**src/http_chunked_body_decoder_top_defines.svh**
```systemverilog
// Assertion macros shared by the chunked body decoder RTL.
`ifndef HTTP_CHUNKED_BODY_DECODER_TOP_DEFINES_SVH
`define HTTP_CHUNKED_BODY_DECODER_TOP_DEFINES_SVH

`ifndef NO_ASSERTIONS

// Check a property on every clock edge, reset included.
`define HCBD_ASSERT_ALWAYS(lbl, prop, msg) \
    lbl: assert property (@(posedge aclk) prop) else $error(msg);

// Check a property only while out of reset.
`define HCBD_ASSERT(lbl, prop, msg) \
    lbl: assert property (@(posedge aclk) disable iff (!aresetn) prop) else $error(msg);

`else

`define HCBD_ASSERT_ALWAYS(lbl, prop, msg)
`define HCBD_ASSERT(lbl, prop, msg)

`endif

`endif

```
**src/hcbd_pkg.sv**
```systemverilog
// Types, constants and helper functions for the chunked body decoder.
`default_nettype none

package hcbd_pkg;

    localparam int SIZE_BITS_DEFAULT = 31;
    localparam int HEX_BITS          = 4;

    localparam logic [7:0] CHAR_CR   = 8'h0D;
    localparam logic [7:0] CHAR_LF   = 8'h0A;
    localparam logic [7:0] CHAR_SEMI = 8'h3B;
    localparam logic [7:0] CHAR_SP   = 8'h20;
    localparam logic [7:0] CHAR_TAB  = 8'h09;

    typedef enum logic [2:0] {
        PH_SIZE = 3'd0,
        PH_EXT  = 3'd1,
        PH_DATA = 3'd2,
        PH_CR   = 3'd3,
        PH_LF   = 3'd4,
        PH_IDLE = 3'd5
    } phase_t;

    typedef enum logic [1:0] {
        KIND_DATA = 2'd0,
        KIND_DONE = 2'd1,
        KIND_ERR  = 2'd2
    } kind_t;

    typedef enum logic [1:0] {
        ERR_LINE  = 2'd0,
        ERR_TRUNC = 2'd1,
        ERR_CRLF  = 2'd2
    } err_t;

    typedef struct packed {
        phase_t phase;
        logic   digit_seen;
        logic   space_after;
        logic   cr_pending;
    } hcbd_state_t;

    typedef struct packed {
        logic       valid;
        kind_t      kind;
        logic [7:0] data;
        err_t       code;
    } hcbd_result_t;

    typedef struct packed {
        logic                ok;
        logic [HEX_BITS-1:0] val;
    } hex_t;

    function automatic logic is_space(input logic [7:0] c);
        return (c == CHAR_SP) || (c >= CHAR_TAB && c <= CHAR_CR);
    endfunction

    function automatic hex_t hex_decode(input logic [7:0] c);
        hex_t h;
        h.ok  = 1'b1;
        h.val = '0;
        if (c >= "0" && c <= "9") begin
            h.val = HEX_BITS'(c - "0");
        end else if (c >= "a" && c <= "f") begin
            h.val = HEX_BITS'(c - "a" + 8'd10);
        end else if (c >= "A" && c <= "F") begin
            h.val = HEX_BITS'(c - "A" + 8'd10);
        end else begin
            h.ok = 1'b0;
        end
        return h;
    endfunction

endpackage

`default_nettype wire

```
**src/hcbd_step.sv**
```systemverilog
// Next-state and result logic for one body byte of the chunked decoder.
`default_nettype none

module hcbd_step import hcbd_pkg::*; #(
    parameter int SIZE_BITS = SIZE_BITS_DEFAULT
) (
    input  logic [7:0]           body_byte,
    input  logic                 final_byte,
    input  hcbd_state_t          state_cur,
    input  logic [SIZE_BITS-1:0] size_cur,
    output hcbd_state_t          state_next,
    output logic [SIZE_BITS-1:0] size_next,
    output hcbd_result_t         result
);

    hex_t hx;
    logic sad_eff;
    logic line_bad;
    logic fin;
    kind_t fin_kind;
    err_t  fin_code;

    always_comb begin
        hx         = hex_decode(body_byte);
        sad_eff    = state_cur.space_after;
        line_bad   = 1'b0;
        fin        = 1'b0;
        fin_kind   = KIND_DONE;
        fin_code   = ERR_LINE;
        state_next = state_cur;
        size_next  = size_cur;
        result.valid = 1'b0;
        result.kind  = KIND_DATA;
        result.data  = '0;
        result.code  = ERR_LINE;

        case (state_cur.phase)
            PH_SIZE, PH_EXT: begin
                if (state_cur.cr_pending && body_byte == CHAR_LF) begin
                    state_next.cr_pending = 1'b0;
                    if (!state_cur.digit_seen) begin
                        fin      = 1'b1;
                        fin_kind = KIND_ERR;
                        fin_code = ERR_LINE;
                    end else if (size_cur == '0) begin
                        fin      = 1'b1;
                        fin_kind = KIND_DONE;
                    end else if (final_byte) begin
                        fin      = 1'b1;
                        fin_kind = KIND_ERR;
                        fin_code = ERR_TRUNC;
                    end else begin
                        state_next.phase       = PH_DATA;
                        state_next.digit_seen  = 1'b0;
                        state_next.space_after = 1'b0;
                    end
                end else begin
                    // a CR not followed by LF counts as whitespace
                    sad_eff = state_cur.space_after | (state_cur.cr_pending &
                              state_cur.digit_seen & (state_cur.phase == PH_SIZE));
                    state_next.space_after = sad_eff;
                    state_next.cr_pending  = 1'b0;
                    if (body_byte == CHAR_CR) begin
                        state_next.cr_pending = 1'b1;
                    end else if (state_cur.phase == PH_EXT) begin
                        line_bad = 1'b0;
                    end else if (body_byte == CHAR_SEMI) begin
                        if (!state_cur.digit_seen) begin
                            line_bad = 1'b1;
                        end else begin
                            state_next.phase = PH_EXT;
                        end
                    end else if (is_space(body_byte)) begin
                        if (state_cur.digit_seen) begin
                            state_next.space_after = 1'b1;
                        end
                    end else if (!hx.ok || sad_eff ||
                                 size_cur[SIZE_BITS-1 -: HEX_BITS] != '0) begin
                        // bad character, digit after trailing space, or overflow
                        line_bad = 1'b1;
                    end else begin
                        size_next = {size_cur[SIZE_BITS-HEX_BITS-1:0], hx.val};
                        state_next.digit_seen = 1'b1;
                    end
                    if (line_bad) begin
                        fin      = 1'b1;
                        fin_kind = KIND_ERR;
                        fin_code = ERR_LINE;
                    end else if (final_byte) begin
                        fin      = 1'b1;
                        fin_kind = KIND_ERR;
                        fin_code = ERR_TRUNC;
                    end
                end
            end
            PH_DATA: begin
                if (final_byte) begin
                    fin      = 1'b1;
                    fin_kind = KIND_ERR;
                    fin_code = ERR_TRUNC;
                end else begin
                    size_next = size_cur - SIZE_BITS'(1);
                    if (size_cur == SIZE_BITS'(1)) begin
                        state_next.phase = PH_CR;
                    end
                    result.valid = 1'b1;
                    result.kind  = KIND_DATA;
                    result.data  = body_byte;
                end
            end
            PH_CR: begin
                if (body_byte != CHAR_CR) begin
                    fin      = 1'b1;
                    fin_kind = KIND_ERR;
                    fin_code = ERR_CRLF;
                end else if (final_byte) begin
                    fin      = 1'b1;
                    fin_kind = KIND_ERR;
                    fin_code = ERR_TRUNC;
                end else begin
                    state_next.phase = PH_LF;
                end
            end
            PH_LF: begin
                if (body_byte != CHAR_LF) begin
                    fin      = 1'b1;
                    fin_kind = KIND_ERR;
                    fin_code = ERR_CRLF;
                end else if (final_byte) begin
                    fin      = 1'b1;
                    fin_kind = KIND_ERR;
                    fin_code = ERR_TRUNC;
                end else begin
                    state_next.phase       = PH_SIZE;
                    state_next.digit_seen  = 1'b0;
                    state_next.space_after = 1'b0;
                    state_next.cr_pending  = 1'b0;
                    size_next              = '0;
                end
            end
            default: begin
                // drop bytes until the end of the body
                if (final_byte) begin
                    state_next.phase       = PH_SIZE;
                    state_next.digit_seen  = 1'b0;
                    state_next.space_after = 1'b0;
                    state_next.cr_pending  = 1'b0;
                    size_next              = '0;
                end
            end
        endcase

        if (fin) begin
            result.valid = 1'b1;
            result.kind  = fin_kind;
            result.data  = '0;
            result.code  = (fin_kind == KIND_ERR) ? fin_code : ERR_LINE;
            state_next.phase       = final_byte ? PH_SIZE : PH_IDLE;
            state_next.digit_seen  = 1'b0;
            state_next.space_after = 1'b0;
            state_next.cr_pending  = 1'b0;
            size_next              = '0;
        end
    end

endmodule

`default_nettype wire

```
**src/http_chunked_body_decoder_top.sv**
```systemverilog
// Top level of the HTTP chunked transfer-coding body decoder.
//
//   channel | ports               | direction | carries
//   --------+---------------------+-----------+-----------------------------------
//   s_      | s_valid/s_ready     | in        | s_body_byte, s_final_byte
//   m_      | m_valid/m_ready     | out       | m_result_kind, m_data_byte, m_error_code
//
// One byte per cycle while m_ready allows: a request lands in the input register,
// then the parse logic updates the phase/size state and, for bytes that yield a
// result, fills the result register from it.
// Reset (aresetn low, synchronous) empties both registers and returns to the
// start of a size line. A stalled m_ready holds the result register, and the
// input register holds one more request behind it before s_ready drops.
`default_nettype none
`include "http_chunked_body_decoder_top_defines.svh"

module http_chunked_body_decoder_top import hcbd_pkg::*; #(
    parameter int SIZE_BITS = SIZE_BITS_DEFAULT
) (
    input  logic       aclk,
    input  logic       aresetn,
    input  logic       s_valid,
    output logic       s_ready,
    input  logic [7:0] s_body_byte,
    input  logic       s_final_byte,
    output logic       m_valid,
    input  logic       m_ready,
    output logic [1:0] m_result_kind,
    output logic [7:0] m_data_byte,
    output logic [1:0] m_error_code
);

    logic                 in_valid_reg;
    logic [7:0]           in_byte_reg;
    logic                 in_final_reg;
    hcbd_state_t          state_reg;
    hcbd_state_t          state_next;
    logic [SIZE_BITS-1:0] size_reg;
    logic [SIZE_BITS-1:0] size_next;
    hcbd_result_t         res;
    logic                 m_valid_reg;
    kind_t                kind_reg;
    logic [7:0]           data_reg;
    err_t                 code_reg;
    logic                 process;

    assign process = in_valid_reg && (!m_valid_reg || m_ready);
    assign s_ready = !in_valid_reg || process;

    hcbd_step #(.SIZE_BITS(SIZE_BITS)) u_step (
        .body_byte  (in_byte_reg),
        .final_byte (in_final_reg),
        .state_cur  (state_reg),
        .size_cur   (size_reg),
        .state_next (state_next),
        .size_next  (size_next),
        .result     (res)
    );

    always_ff @(posedge aclk) begin
        if (!aresetn) begin
            in_valid_reg <= 1'b0;
        end else if (s_ready) begin
            in_valid_reg <= s_valid;
        end
    end

    always_ff @(posedge aclk) begin
        if (s_valid && s_ready) begin
            in_byte_reg  <= s_body_byte;
            in_final_reg <= s_final_byte;
        end
    end

    always_ff @(posedge aclk) begin
        if (!aresetn) begin
            state_reg.phase       <= PH_SIZE;
            state_reg.digit_seen  <= 1'b0;
            state_reg.space_after <= 1'b0;
            state_reg.cr_pending  <= 1'b0;
            size_reg              <= '0;
        end else if (process) begin
            state_reg <= state_next;
            size_reg  <= size_next;
        end
    end

    always_ff @(posedge aclk) begin
        if (!aresetn) begin
            m_valid_reg <= 1'b0;
        end else if (process) begin
            m_valid_reg <= res.valid;
        end else if (m_ready) begin
            m_valid_reg <= 1'b0;
        end
    end

    // load payload only when a result is produced
    always_ff @(posedge aclk) begin
        if (process && res.valid) begin
            kind_reg <= res.kind;
            data_reg <= res.data;
            code_reg <= res.code;
        end
    end

    assign m_valid       = m_valid_reg;
    assign m_result_kind = kind_reg;
    assign m_data_byte   = data_reg;
    assign m_error_code  = code_reg;

    `HCBD_ASSERT(a_end_resets_phase, (process && res.valid && res.kind != KIND_DATA) |=> (state_reg.phase == PH_SIZE || state_reg.phase == PH_IDLE), "end of body did not leave the size or idle phase")
    `HCBD_ASSERT(a_data_from_data_phase, (process && res.valid && res.kind == KIND_DATA) |-> (state_reg.phase == PH_DATA), "data byte emitted outside the data phase")
    `HCBD_ASSERT(a_data_count_nonzero, (state_reg.phase == PH_DATA) |-> (size_reg != '0), "data phase with no bytes left")
    `HCBD_ASSERT(a_cr_only_on_line, state_reg.cr_pending |-> (state_reg.phase == PH_SIZE || state_reg.phase == PH_EXT), "pending CR outside a size line")
    `HCBD_ASSERT_ALWAYS(a_ready_only_blocked, (aresetn && !s_ready) |-> (in_valid_reg && m_valid_reg && !m_ready), "input stalled while the pipeline could move")

endmodule

`default_nettype wire
```
**config.mk**
```make
export PLATFORM = sky130hd
export DESIGN_NAME = http_chunked_body_decoder_top
export DESIGN_NICKNAME = d
export VERILOG_FILES = /design/src/hcbd_pkg.sv /design/src/hcbd_step.sv /design/src/http_chunked_body_decoder_top.sv
export VERILOG_INCLUDE_DIRS = /design/src /design/src/src
export SDC_FILE = /design/constraint.sdc
export NUM_CORES = 1
export LEC_CHECK = 0
export BUFFER_PORTS_ARGS = -buffer_cell sky130_fd_sc_hd__buf_2
export CORE_MARGIN = 3
export CORE_UTILIZATION = 52
export CTS_BUF_LIST = sky130_fd_sc_hd__clkbuf_4
export DETAILED_ROUTE_END_ITERATION = 7
export GPL_TIMING_DRIVEN = 0
export PLACE_DENSITY_LB_ADDON = 0.05
export SETUP_SLACK_MARGIN = 0.15
export SYNTH_ARGS = -nofsm -noshare
export SYNTH_HDL_FRONTEND = slang
export SYNTH_HIERARCHICAL = 1
export SYNTH_SLANG_ARGS = --single-unit
```
**constraint.sdc**
```tcl
create_clock -name aclk -period 9.29 [get_ports aclk]
set_clock_uncertainty 0.15 [all_clocks]
set_input_delay 0.4645 -clock aclk [delete_from_list [all_inputs] [get_ports aclk]]
set_output_delay 0.4645 -clock aclk [all_outputs]
set_load 0.02 [all_outputs]
```
Word level (Yosys, flattened, before mapping)
Cells that the tools add are included.

storage, ports and cells
  latch bits = 0
  output and inout port bits = 14
  input bits = 13
  word-level logic and storage cells = 179
  flip-flop bits (word level) = 60
  memory bits (read-only) = 0
  memories kept = 0
  memory bits (writable) = 0

cells by class
  $add $sub $neg = 6
  reduce and logical (&&, ||, !) cells = 32
  eq/ne operators = 36
  $mul = 0
  div/mod/pow operators = 0
  magnitude comparators = 8
  muxes and demuxes = 81
  bitwise operators = 4
  shift operators = 0

operators by type and width
  operator               number
  $mux 31                11
  $pmux 31 s4            1
  $ne 3x2->1 const B     11
  $eq 31x1->1 const B    1
  $logic_not 31->1       1
  $sub 31x1->31 const B  1
  $mux 2                 15
  $mux 6                 5
  $mux 1                 26
  $mux 5                 5
  $mux 11                2
  $mux 3                 7
  $ne 4x2->1 const B     5
  $eq 8x4->1 const B     2
  $eq 8x6->1 const B     2
  $ge 8x7->1 const B     2
  $le 8x7->1 const B     2
  $ne 8x4->1 const B     2
  $pmux 2 s4             2
  $reduce_and 15->1      1
  $mux 13                1
  $mux 4                 3
  $ne 4x3->1 const B     3
  $pmux 3 s4             1
  other kinds (34)       55

Depth between registers and ports, before layout
Gate-level depths: netlist of run 1.

  depth after elaboration = 22
  gate-level depth with buffers = 13
  gate-level depth less buffers = 11

Modules after synthesis
Netlist of run 1, hierarchy kept.

modules (own cells, without submodules)
  module                         cells an instance  seq. area each (sq um)  area each (sq um)  instances
  hcbd_step                      401                0.0                     2478.6             1
  http_chunked_body_decoder_top  193                1411.4                  2230.9             1

Worst setup path after synthesis of run 1
Ideal clock, no wire load.

  path type = register to register
  from = register size_reg[16]
  to = register data_reg[0], in the netlist m_data_byte[0] (enable)
  data arrival time = 2.656 ns
  slack = 6.103 ns
  setup time = 0.380 ns
  buffers on the path = 2
  cell stages (with the launch flop) = 11
  required time = 8.760 ns
  clock period less this slack = 3.187 ns
  cell sequence = dfxtp_1 > clkbuf_1 > or4_1 > buf_2 > or3_4 > nor4b_4 > o31a_4 > a21oi_2 > o21ai_0 > nand2_1 > nor2_1

RTL lines
  what                    line                                  RTL
  start, declared         http_chunked_body_decoder_top.sv:38   logic [SIZE_BITS-1:0] size_reg;
  start signal, assigned  http_chunked_body_decoder_top.sv:84   size_reg <= size_next;
  end signal, assigned    http_chunked_body_decoder_top.sv:102  data_reg <= res.data;
  end, declared           http_chunked_body_decoder_top.sv:43   logic [7:0] data_reg;

==> flow_metrics.env, run 1 <==
export IMPL_hold_viol=0
export IMPL_power_leakage_nw=1.88
export IMPL_fmax_mhz=261
export IMPL_powerDensity_nw_per_um2=114
export IMPL_crit_end="m_error_code[0]"
export IMPL_cts_made_buffers=9
export IMPL_pwr_share_comb_pct=18.2
export IMPL_cp_max_fo=12
export IMPL_num_antenna_cells=0
export IMPL_dr_pass1_iters=5
export IMPL_final_layout_size_suffix_gt1_share_pct=11.3
export IMPL_antenna_found_initial=0
export IMPL_syn_nets=615
export IMPL_wl_met3_um=1180
export IMPL_cts_setup_buffers=0
export IMPL_cts_resized=0
export IMPL_cts_sinks=60
export IMPL_cp_required_ns=9.18
export IMPL_finalNetCount=651
export IMPL_synth_edf_count=21
export IMPL_critPathLaunchType="register"
export IMPL_yosys_top_cells_area="dfxtp_1, edfxtp_1, nand2_1, mux2i_1, a21oi_1"
export IMPL_die_area_um2=10200
export IMPL_die_w_um=101
export IMPL_tightest_slew_ns=1.12
export IMPL_cts_tree="done"
export IMPL_ys_seq_area_share_pct=30.0
export IMPL_grt_first_pass_wirelength_um=23400
export IMPL_wl_met2_um=6240
export IMPL_tns_ns=0
export IMPL_maxCapViolations=0
export IMPL_async_flop_share_pct=0
export IMPL_worstSkewPairLatency_ns=0.44
export IMPL_top_layer="met4"
export IMPL_final_cells=743
export IMPL_finalWirelength_um=14500
export IMPL_dr_first_iter_drc_count=418
export IMPL_place_congestion=0.930
export IMPL_cp_startpoint="size_reg[16]"
export IMPL_min_period_ns=3.83
export IMPL_start_util_pct=53.7
export IMPL_cp_num_buf_inv=2
export IMPL_setup_worst_path_class="reg2reg"
export IMPL_clk_path_buf_depth=2
export IMPL_clockPowerShare_pct=33.2
export IMPL_syn_area_per_cell_um2=7.93
export IMPL_area_delta_synth_final_pct=8.40
export IMPL_grt_pass1_vias=4372
export IMPL_pin_count=27
export IMPL_switching_share_pct=31.0
export IMPL_finalSetupViolCount=0
export IMPL_r2r_slack_ns=5.46
export IMPL_path_clk_slew_ns=0.12
export IMPL_rsz0062_at_grt="false"
export IMPL_io_buffers=25
export IMPL_floorplan_die_height_um=101
export IMPL_dp_hpwl_um=10500
export IMPL_slew_headroom_pct=24.8
export IMPL_dp_cells=727
export IMPL_hold_path_class="in2reg"
export IMPL_yosysTopAreaCell="dfxtp_1"
export IMPL_path_cells="clkbuf_1 > or4_1 > buf_2 > or3_4 > nor4b_4 > o31a_4 > a21oi_2 > o21ai_0 > nand2_1 > nor2_1"
export IMPL_hold_buffers=0
export IMPL_synth_top_cell_area_share_pct=16.6
export IMPL_finalCritPeriodShare_pct=41.3
export IMPL_grt_max_degree=13
export IMPL_worst_path_stages=10
export IMPL_synth_cell_types=75
export IMPL_critPathMaxStageDelay_ns=0.81
export IMPL_via_per_inst=6.41
export IMPL_met1_length_um=6760
export IMPL_synth_seq_cells=60
export IMPL_p_int_uw=400
export IMPL_yosys_warnings=6
export IMPL_synth_most_common_cell="nand2_1"
export IMPL_status="complete, no violations"
export IMPL_final_max_slew_viol_count=0
export IMPL_power_switching_uw=180
export IMPL_synth_cells=594
export IMPL_crit_family="simple AND/OR/NAND/NOR gates"
export IMPL_synthFlopType="dfxtp_1"
export IMPL_largest_reg_flops=31
export IMPL_root_buffer="clkbuf_4"
export IMPL_critical_path_arrival_ns=3.73
export IMPL_route_vias_total=4762
export IMPL_worst_setup_path_end_kind="register"
export IMPL_std_cell_rows=34
export IMPL_htreeDepth=3
export IMPL_grt_ovfl_total=0
export IMPL_r2r_end="m_error_code[0]"
export IMPL_track_usage_pct=29.3
export IMPL_drc=0
export IMPL_slowest_stage="nor2_1"
export IMPL_avgRoutedWirePerCell_um=19.5
export IMPL_r2r_start="size_reg[16]"
export IMPL_p_seq_share_pct=48.6
export IMPL_netlist_area_um2=4710
export IMPL_synth_commonest_cells="nand2_1, nor2_1, dfxtp_1, mux2i_1, a21oi_1"
export IMPL_irDropWorstVdd_mv=0.0763
export IMPL_core_area_um2=8760
export IMPL_ant_nets=0
export IMPL_rr_worst_depth=10
## cell type report
class                           instances  area [µm²]
Multi-Input combinational cell        477        3000
Inverter                               12        45.0
Clock inverter                          5        52.6
Buffer                                 45         254
Tap cell                              108         135
Clock buffer                           11        82.6
Timing Repair Buffer                   25         125
Fill cell                             843        3660
Sequential cell                        60        1410
## power by group through the flow
stage	combinational (mW)	sequential, mW	clock, mW
global route	0.113	0.283	0.208
CTS	0.103	0.282	0.197
detailed placement	0.103	0.288	0
finish	0.105	0.282	0.193
floorplan	0.0698	0.291	0
global placement	0.101	0.288	0
## layout by cell type, fill, tap and decap left out, types with 4 or more instances in the layout
master | synthesis | routed
nor3_1 | 18 | 18
nor4_1 | 10 | 10
mux2i_1 | 39 | 39
or2_2 | 5 | 5
o21ai_0 | 28 | 28
clkbuf_4 | 0 | 11
or3_1 | 6 | 6
nor2_1 | 45 | 45
inv_1 | 12 | 12
a311oi_1 | 5 | 5
nor2b_1 | 9 | 9
a31oi_1 | 4 | 4
a21oi_1 | 37 | 37
or4_1 | 5 | 5
xnor2_1 | 4 | 4
xor2_1 | 4 | 4
ha_1 | 8 | 8
a22oi_1 | 10 | 10
a221oi_1 | 5 | 5
o31ai_1 | 9 | 9
nand2_1 | 114 | 114
clkbuf_1 | 30 | 30
o211ai_1 | 4 | 4
edfxtp_1 | 21 | 21
nand4b_1 | 4 | 4
and3_1 | 7 | 7
a21o_1 | 8 | 8
a211oi_1 | 5 | 5
nand3_1 | 7 | 7
buf_2 | 5 | 30
nand2b_1 | 6 | 6
dfxtp_1 | 39 | 39
and2_1 | 4 | 4
a221o_1 | 14 | 14
## metal layers
layer,GRT usage (%),vias up
met5,0,-
met4,11.1,0
met3,6.06,29
met2,41.9,204
met1,43.2,2263
li1,-,2266
## stage by stage
stage | utilization (%) | hold WS, ns | total power [mW] | worst slack (ns) | cell area, µm²
2_1_floorplan | - | 0.284 | 0.360 | 6.10 | 4710
3_3_place_gp | 56.7 | 0.292 | 0.388 | 5.55 | 4970
3_5_place_dp | 56.7 | 0.299 | 0.391 | 5.48 | 4970
4_1_cts | 58.3 | 0.0267 | 0.582 | 5.45 | 5100
5_1_grt | 58.3 | 0.0194 | 0.604 | 5.17 | 5100
6_report | 58.3 | 0.0431 | 0.580 | 5.46 | 5100
## kinds of logic (layout without fill, tap and decap cells)
| kind of cell | count (synthesis) | count (layout) | synth area share [%] |
|---|---|---|---|
| DFF | 60 | 60 | 30.0 |
| muxes | 41 | 41 | 8.77 |
| buffers and inverters | 57 | 98 | 6.35 |
| adders and majority gates | 8 | 8 | 2.13 |
| xor gates and xnor gates | 8 | 8 | 1.49 |
| and+or+nand+nor | 264 | 264 | 28.1 |
| AOI/OAI and AO/OA | 156 | 156 | 23.2 |
## how the worst min path moves through the flow
stage,slack [ns],start,cells after the start,to
floorplan,0.28,size_reg[12],2,size_reg[12]
global placement,0.29,state_reg[5],2,state_reg[5]
detailed placement,0.30,size_reg[20],2,size_reg[20]
CTS,0.03,s_body_byte[3],1,in_byte_reg[3]
global route,0.02,s_body_byte[3],1,in_byte_reg[3]
finish,0.04,s_body_byte[3],1,in_byte_reg[3]
Power figures use the tool's default switching activity.
==> inputs of run 2 (changes only) <==
==> constraint.sdc (replaced) <==
create_clock -name aclk -period 3.3 [get_ports aclk]
set_clock_uncertainty 0.15 [all_clocks]
set_input_delay 0.165 -clock aclk [delete_from_list [all_inputs] [get_ports aclk]]
set_output_delay 0.165 -clock aclk [all_outputs]
set_load 0.02 [all_outputs]
==> run 2 against run 1 <==
  * Sequential cell count unchanged
  * Final cell count up 6.5%
  * Critical path depth up 3
  * Count of clock-buffer cells in the layout down 1
  * Via count up 5.5%
  * Sequential share of layout area down 2.9 points
  * Fmax up 19%
  * Worst hold slack better by 0.10 ns
  * Combinational power rose to 3.7 times the previous value
  * Power rose to 2.9 times the previous value
  * Largest cell class unchanged
==> flow_metrics.env, run 2 (synthesis gave the netlist of run 1 again) <==
export IMPL_power_leakage_nw=2.18
export IMPL_core_area_um2=8760
export IMPL_track_usage_pct=29.6
export IMPL_die_area_um2=10200
export IMPL_antenna_found_initial=0
export IMPL_finalWirelength_um=15300
export IMPL_num_antenna_cells=0
export IMPL_irDropWorstVdd_mv=0.193
export IMPL_slowest_stage="edfxtp_1"
export IMPL_std_cell_rows=34
export IMPL_worst_setup_path_end_kind="register"
export IMPL_slew_headroom_pct=33.8
export IMPL_grt_pass1_vias=4424
export IMPL_place_congestion=0.937
export IMPL_io_buffers=25
export IMPL_pin_count=27
export IMPL_setup_worst_path_class="reg2reg"
export IMPL_finalCritPeriodShare_pct=97.8
export IMPL_final_max_slew_viol_count=0
export IMPL_cp_max_fo=5
export IMPL_cp_required_ns=3.50
export IMPL_powerDensity_nw_per_um2=297
export IMPL_finalSetupViolCount=0
export IMPL_fillers=767
export IMPL_fmax_mhz=310
export IMPL_root_buffer="clkbuf_4"
export IMPL_critPathMaxStageDelay_ns=0.42
export IMPL_final_cell_mix="nand2_1, nor2_1, mux2i_1"
export IMPL_route_vias_total=5026
export IMPL_worstSkewPairLatency_ns=0.41
export IMPL_mostFrequentLayoutCell="nand2_1"
export IMPL_dr_first_iter_drc_count=549
export IMPL_path_common_cell="buf_6"
export IMPL_status="complete, no violations"
export IMPL_dp_hpwl_um=10300
export IMPL_cts_tree="done"
export IMPL_critPathLaunchType="register"
export IMPL_cts_made_buffers=9
export IMPL_p_total_mw=1.71
export IMPL_ant_nets=0
export IMPL_via_per_inst=6.35
export IMPL_drc=0
export IMPL_grt_first_pass_wirelength_um=23900
export IMPL_die_w_um=101
export IMPL_dr_pass1_iters=5
export IMPL_stdcell_area_um2=5740
export IMPL_floorplan_die_height_um=101
export IMPL_clk_path_buf_depth=2
export IMPL_htreeDepth=3
export IMPL_grt_max_degree=13
export IMPL_maxCapViolations=0
export IMPL_min_period_ns=3.23
export IMPL_rsz0062_at_grt="true"
export IMPL_area_delta_synth_final_pct=21.9
export IMPL_path_clk_slew_ns=0.12
export IMPL_cp_num_buf_inv=3
export IMPL_largest_reg_flops=31
export IMPL_grt_ovfl_total=0
export IMPL_path_cells="inv_2 > ha_4 > nor4bb_2 > a211oi_2 > o211a_1 > a211o_1 > a21o_1 > buf_6 > o31ai_4 > buf_6 > a221o_1 > nand2_1 > mux2i_1"
export IMPL_start_util_pct=53.7
export IMPL_placed_area_um2=4970
export IMPL_critical_path_arrival_ns=3.43
export IMPL_final_layout_size_suffix_gt1_share_pct=22.0
export IMPL_tightest_slew_ns=0.987
export IMPL_hold_path_class="in2reg"
export IMPL_hold_viol=0
export IMPL_crit_family="compound AO/OA/AOI/OAI gates"
export IMPL_finalNetCount=699
export IMPL_avgRoutedWirePerCell_um=19.4
export IMPL_cts_sinks=60
-- run 2: changes by cell type in the layout (fill, tap and decap cells not counted), sizes merged --
cell	before	now
buf	40	77
dlygate4sd3	0	13
clkbuf	41	38
clkinv	3	5
clkinvlp	1	0
-- run 2: per-stage QoR --
| stage | hold WS (ns) | setup slack (ns) | instances | setup TNS [ns] | utilization (%) |
|---|---|---|---|---|---|
| 2_1_floorplan | 0.114 | 0.302 | 594 | 0 | - |
| 3_3_place_gp | 0.191 | -0.262 | 727 | -4.57 | 56.7 |
| 3_5_place_dp | 0.194 | -0.307 | 727 | -6.12 | 56.7 |
| 4_1_cts | 0.106 | 0.0841 | 774 | 0 | 62.6 |
| 5_1_grt | 0.129 | 0.0212 | 791 | 0 | 65.5 |
| 6_report | 0.143 | 0.0739 | 791 | 0 | 65.5 |
-- run 2: path summary, 6_finish.rpt --
check | start | endpoint | slack, ns | depth (start not counted)
max | in_byte_reg[0] | size_reg[20] | 0.07 | 13
min | aresetn | size_reg[1] | 0.14 | 3
max reg2reg | in_byte_reg[0] | size_reg[20] | 0.07 | 13
min reg2reg | size_reg[2] | size_reg[2] | 0.31 | 2
-- run 2: area by class of cell --
class / instances / area [µm²] / area share (%)
buffer: 45 / 297 / 5.17
clock buffer: 10 / 75.1 / 1.31
clock inverter: 6 / 55.1 / 0.959
inverter: 12 / 45.0 / 0.785
multi-input combinational: 477 / 3180 / 55.4
sequential: 60 / 1420 / 24.7
tap: 108 / 135 / 2.35
timing repair buffer: 73 / 534 / 9.31
-- run 2: per-layer routing --
metal	vias up	global-route usage, %	wire length [µm]
met5	-	0	0
met1	2347	43.4	6720
met2	298	45.1	6890
li1	2361	-	-
met3	20	5.23	1530
met4	0	7.67	206
-- run 2: repair_timing --
item	in CTS	in global routing
buffers inserted	17	17
endpoints found under the setup margin	45	46
pin swaps	13	10
gates resized for setup	33	42
hold endpoints to repair	28	0
cloned	1	0
hold buffers	13	0
-- run 2: report_power, final --
part           switching, mW  total (mW)  leakage (nW)  internal [mW]
logic                  0.228       0.385          1.58          0.156
registers             0.0100       0.792         0.521          0.782
clock network          0.296       0.529        0.0797          0.233
-- run 2: worst min-delay path, stage by stage --
cell      delay [ns]
clkbuf_1        0.29
nand2_1         0.15
mux2i_1         0.06
==> inputs of run 3 (changes only) <==
--- a/config.mk
+++ b/config.mk
@@ -6,6 +6,7 @@
 export SDC_FILE = /design/constraint.sdc
 export NUM_CORES = 1
 export LEC_CHECK = 0
+export ABC_AREA = 1
 export BUFFER_PORTS_ARGS = -buffer_cell sky130_fd_sc_hd__buf_2
 export CORE_MARGIN = 3
 export CORE_UTILIZATION = 52
@@ -14,6 +15,7 @@
 export GPL_TIMING_DRIVEN = 0
 export PLACE_DENSITY_LB_ADDON = 0.05
 export SETUP_SLACK_MARGIN = 0.15
+export SKIP_CTS_REPAIR_TIMING = 1
 export SYNTH_ARGS = -nofsm -noshare
 export SYNTH_HDL_FRONTEND = slang
 export SYNTH_HIERARCHICAL = 1
==> run 3 against run 2 <==
  * The flow now finishes with violations (negative hold slack)
  * Area after synthesis up 18%
  * Die area rose by 17%
  * First-iteration DRC count increased by 40%
  * Critical path type unchanged
  * Global-route usage is 1.8 points higher
  * Critical path depth rose by 5
  * Cell area up 7.0%
  * Combinational power increased by 110%
  * Largest cell class unchanged
  * Largest power group unchanged
==> flow_metrics.env, run 3 <==
export IMPL_route_vias_total=6485
export IMPL_cts_sinks=60
export IMPL_setup_worst_path_class="reg2reg"
export IMPL_hold_path_class="in2reg"
export IMPL_dr_first_iter_drc_count=769
export IMPL_ant_nets=0
export IMPL_hold_viol=3
export IMPL_mostFrequentLayoutCell="nand2_1"
export IMPL_hold_slack_ns=-0.00445
export IMPL_placed_area_um2=5830
export IMPL_netlist_area_um2=5540
export IMPL_std_cell_rows=37
export IMPL_track_usage_pct=31.4
export IMPL_antenna_found_initial=0
export IMPL_yosys_top_cells_area="nand2_1, dfxtp_1, edfxtp_1, nand3_1, nor2_1"
export IMPL_critPathLaunchType="register"
export IMPL_grt_pass1_vias=5688
export IMPL_synth_top_cell_area_share_pct=15.3
export IMPL_grt_ovfl_total=0
export IMPL_finalCritPeriodShare_pct=88.9
export IMPL_maxCapViolations=0
export IMPL_tns_ns=0
export IMPL_via_per_inst=5.67
export IMPL_yosys_warnings=6
export IMPL_largest_reg_flops=31
export IMPL_die_area_um2=11900
export IMPL_final_seq_area_um2=1410
export IMPL_drc=0
export IMPL_num_antenna_cells=0
export IMPL_grt_max_degree=13
export IMPL_critical_path_arrival_ns=2.95
export IMPL_irDropWorstVdd_mv=0.301
export IMPL_finalWirelength_um=18600
export IMPL_core_area_um2=10300
export IMPL_root_buffer="clkbuf_4"
export IMPL_min_period_ns=2.93
export IMPL_cts_tree="done"
export IMPL_dp_hpwl_um=13100
export IMPL_finalSetupViolCount=0
export IMPL_power_leakage_nw=2.78
export IMPL_worst_setup_path_end_kind="register"
export IMPL_powerDensity_nw_per_um2=374
export IMPL_syn_area_per_cell_um2=5.81
export IMPL_pin_count=27
export IMPL_place_congestion=0.994
export IMPL_io_buffers=25
export IMPL_cp_max_fo=12
export IMPL_die_w_um=109
export IMPL_status="finished with violations"
export IMPL_worstSkewPairLatency_ns=0.45
export IMPL_synth_most_common_cell="nand2_1"
export IMPL_synth_cell_types=37
export IMPL_area_delta_synth_final_pct=10.9
export IMPL_async_flop_share_pct=0
export IMPL_fillers=1108
export IMPL_htreeDepth=3
export IMPL_fmax_mhz=341
export IMPL_synth_cells=953
export IMPL_dp_cells=1114
export IMPL_avgRoutedWirePerCell_um=16.3
export IMPL_setup_slack_ns=0.366
export IMPL_violations="negative hold slack"
export IMPL_tightest_slew_ns=0.748
export IMPL_path_clk_slew_ns=0.10
export IMPL_cp_required_ns=3.32
export IMPL_clk_path_buf_depth=2
export IMPL_syn_nets=974
export IMPL_slew_headroom_pct=50.1
export IMPL_ys_seq_area_share_pct=25.5
export IMPL_place_ws_ns=-0.126
export IMPL_grt_first_pass_wirelength_um=29000
export IMPL_final_cells=1143
export IMPL_cts_made_buffers=9
export IMPL_dr_pass1_iters=8
export IMPL_floorplan_die_height_um=109
export IMPL_start_util_pct=53.6
export IMPL_yosysTopAreaCell="nand2_1"
export IMPL_final_max_slew_viol_count=0
export IMPL_finalNetCount=1023
export IMPL_final_cell_mix="nand2_1, nor2_1, nand3_1, inv_1, a21oi_1"
export IMPL_synth_edf_count=21
export IMPL_synthFlopType="dfxtp_1"
export IMPL_multi_input_area_um2=3400
export IMPL_stdcell_area_um2=6140
export IMPL_synth_commonest_cells="nand2_1, nor2_1, nand3_1, inv_1, a21oi_1"
export IMPL_rsz0062_at_grt="false"
export IMPL_synth_seq_cells=60
export IMPL_final_layout_size_suffix_gt1_share_pct=11.2
[run 3: changes by cell type after synthesis, moves of 11 or more]
cell / delta
a21oi_1: +41
a221o_1: -14
buf_2: +14
clkbuf_1: -11
inv_1: +98
mux2i_1: -39
nand2_1: +111
nand3_1: +115
nor2_1: +90
nor2_2: +20
o211ai_1: +12
o21ai_0: +31
[run 3: per-stage QoR]
stage / util (%) / total power [mW]
final: 59.5 / 2.29
after global routing: 59.5 / 2.44
after CTS: 58.0 / 2.26
after detailed placement: 56.5 / 1.66
after global placement: 56.5 / 1.66
after floorplan: - / 1.46
[run 3: report_power, final]
| part | switching, mW | internal [mW] | leakage [nW] |
|---|---|---|---|
| Sequential | 0.0655 | 0.818 | 0.518 |
| Clock | 0.296 | 0.304 | 0.0837 |
| Combinational | 0.547 | 0.264 | 2.17 |
| Total | 0.908 | 1.39 | 2.78 |
[run 3: layer usage]
metal / track usage [%] / vias to the layer above / part of all wire [%]
met1: 43.3 / 2870 / 43
met4: 14.1 / 0 / 3.5
li1: - / 3196 / -
met5: 0 / - / 0
met2: 47.8 / 367 / 43
met3: 5.80 / 52 / 10
[run 3: logic make-up (layout without fill, tap and decap cells)]
logic type      count (synthesis)  after routing  share of synthesized area (%)
compound gates                172            172                           16.7
xor+xnor                        5              5                          0.791
fa+ha+maj                       8              8                           1.81
buf+inv                       170            224                           13.2
flops                          60             60                           25.5
simple gates                  538            538                           42.0
[run 3: final timing paths]
kind | startpoint | endpoint | slack [ns] | cells after the start
min reg2reg | state_reg[1] | state_reg[1] | 0.41 | 2
min | aresetn | size_reg[10] | -0.004 | 3
max reg2reg | in_byte_reg[0] | m_result_kind[0] | 0.37 | 18
max | in_byte_reg[0] | m_result_kind[0] | 0.37 | 18
[run 3: area by class of cell]
class | count | area share (%)
clock inverters | 7 | 1.47
plain buffers | 51 | 4.67
well taps | 136 | 2.77
clock buffers | 9 | 1.10
multi-input cells | 723 | 55.4
flip-flops and latches | 60 | 23.0
inverters | 119 | 7.27
repair buffers | 38 | 4.32
[run 3: worst max-delay path, stage by stage, from the launching register on]
cell      delay [ns]
edfxtp_1        0.44
inv_1           0.20
ha_1            0.26
nand3_1         0.14
nand3_1         0.14
nand2_2         0.11
nand2_1         0.12
nand2_1         0.06
nand2_1         0.07
nand3_2         0.09
nand2_1         0.07
nand2_1         0.05
nand2_1         0.10
buf_6           0.18
inv_2           0.06
nand2_1         0.07
inv_1           0.09
nor2_4          0.10
buf_12          0.14
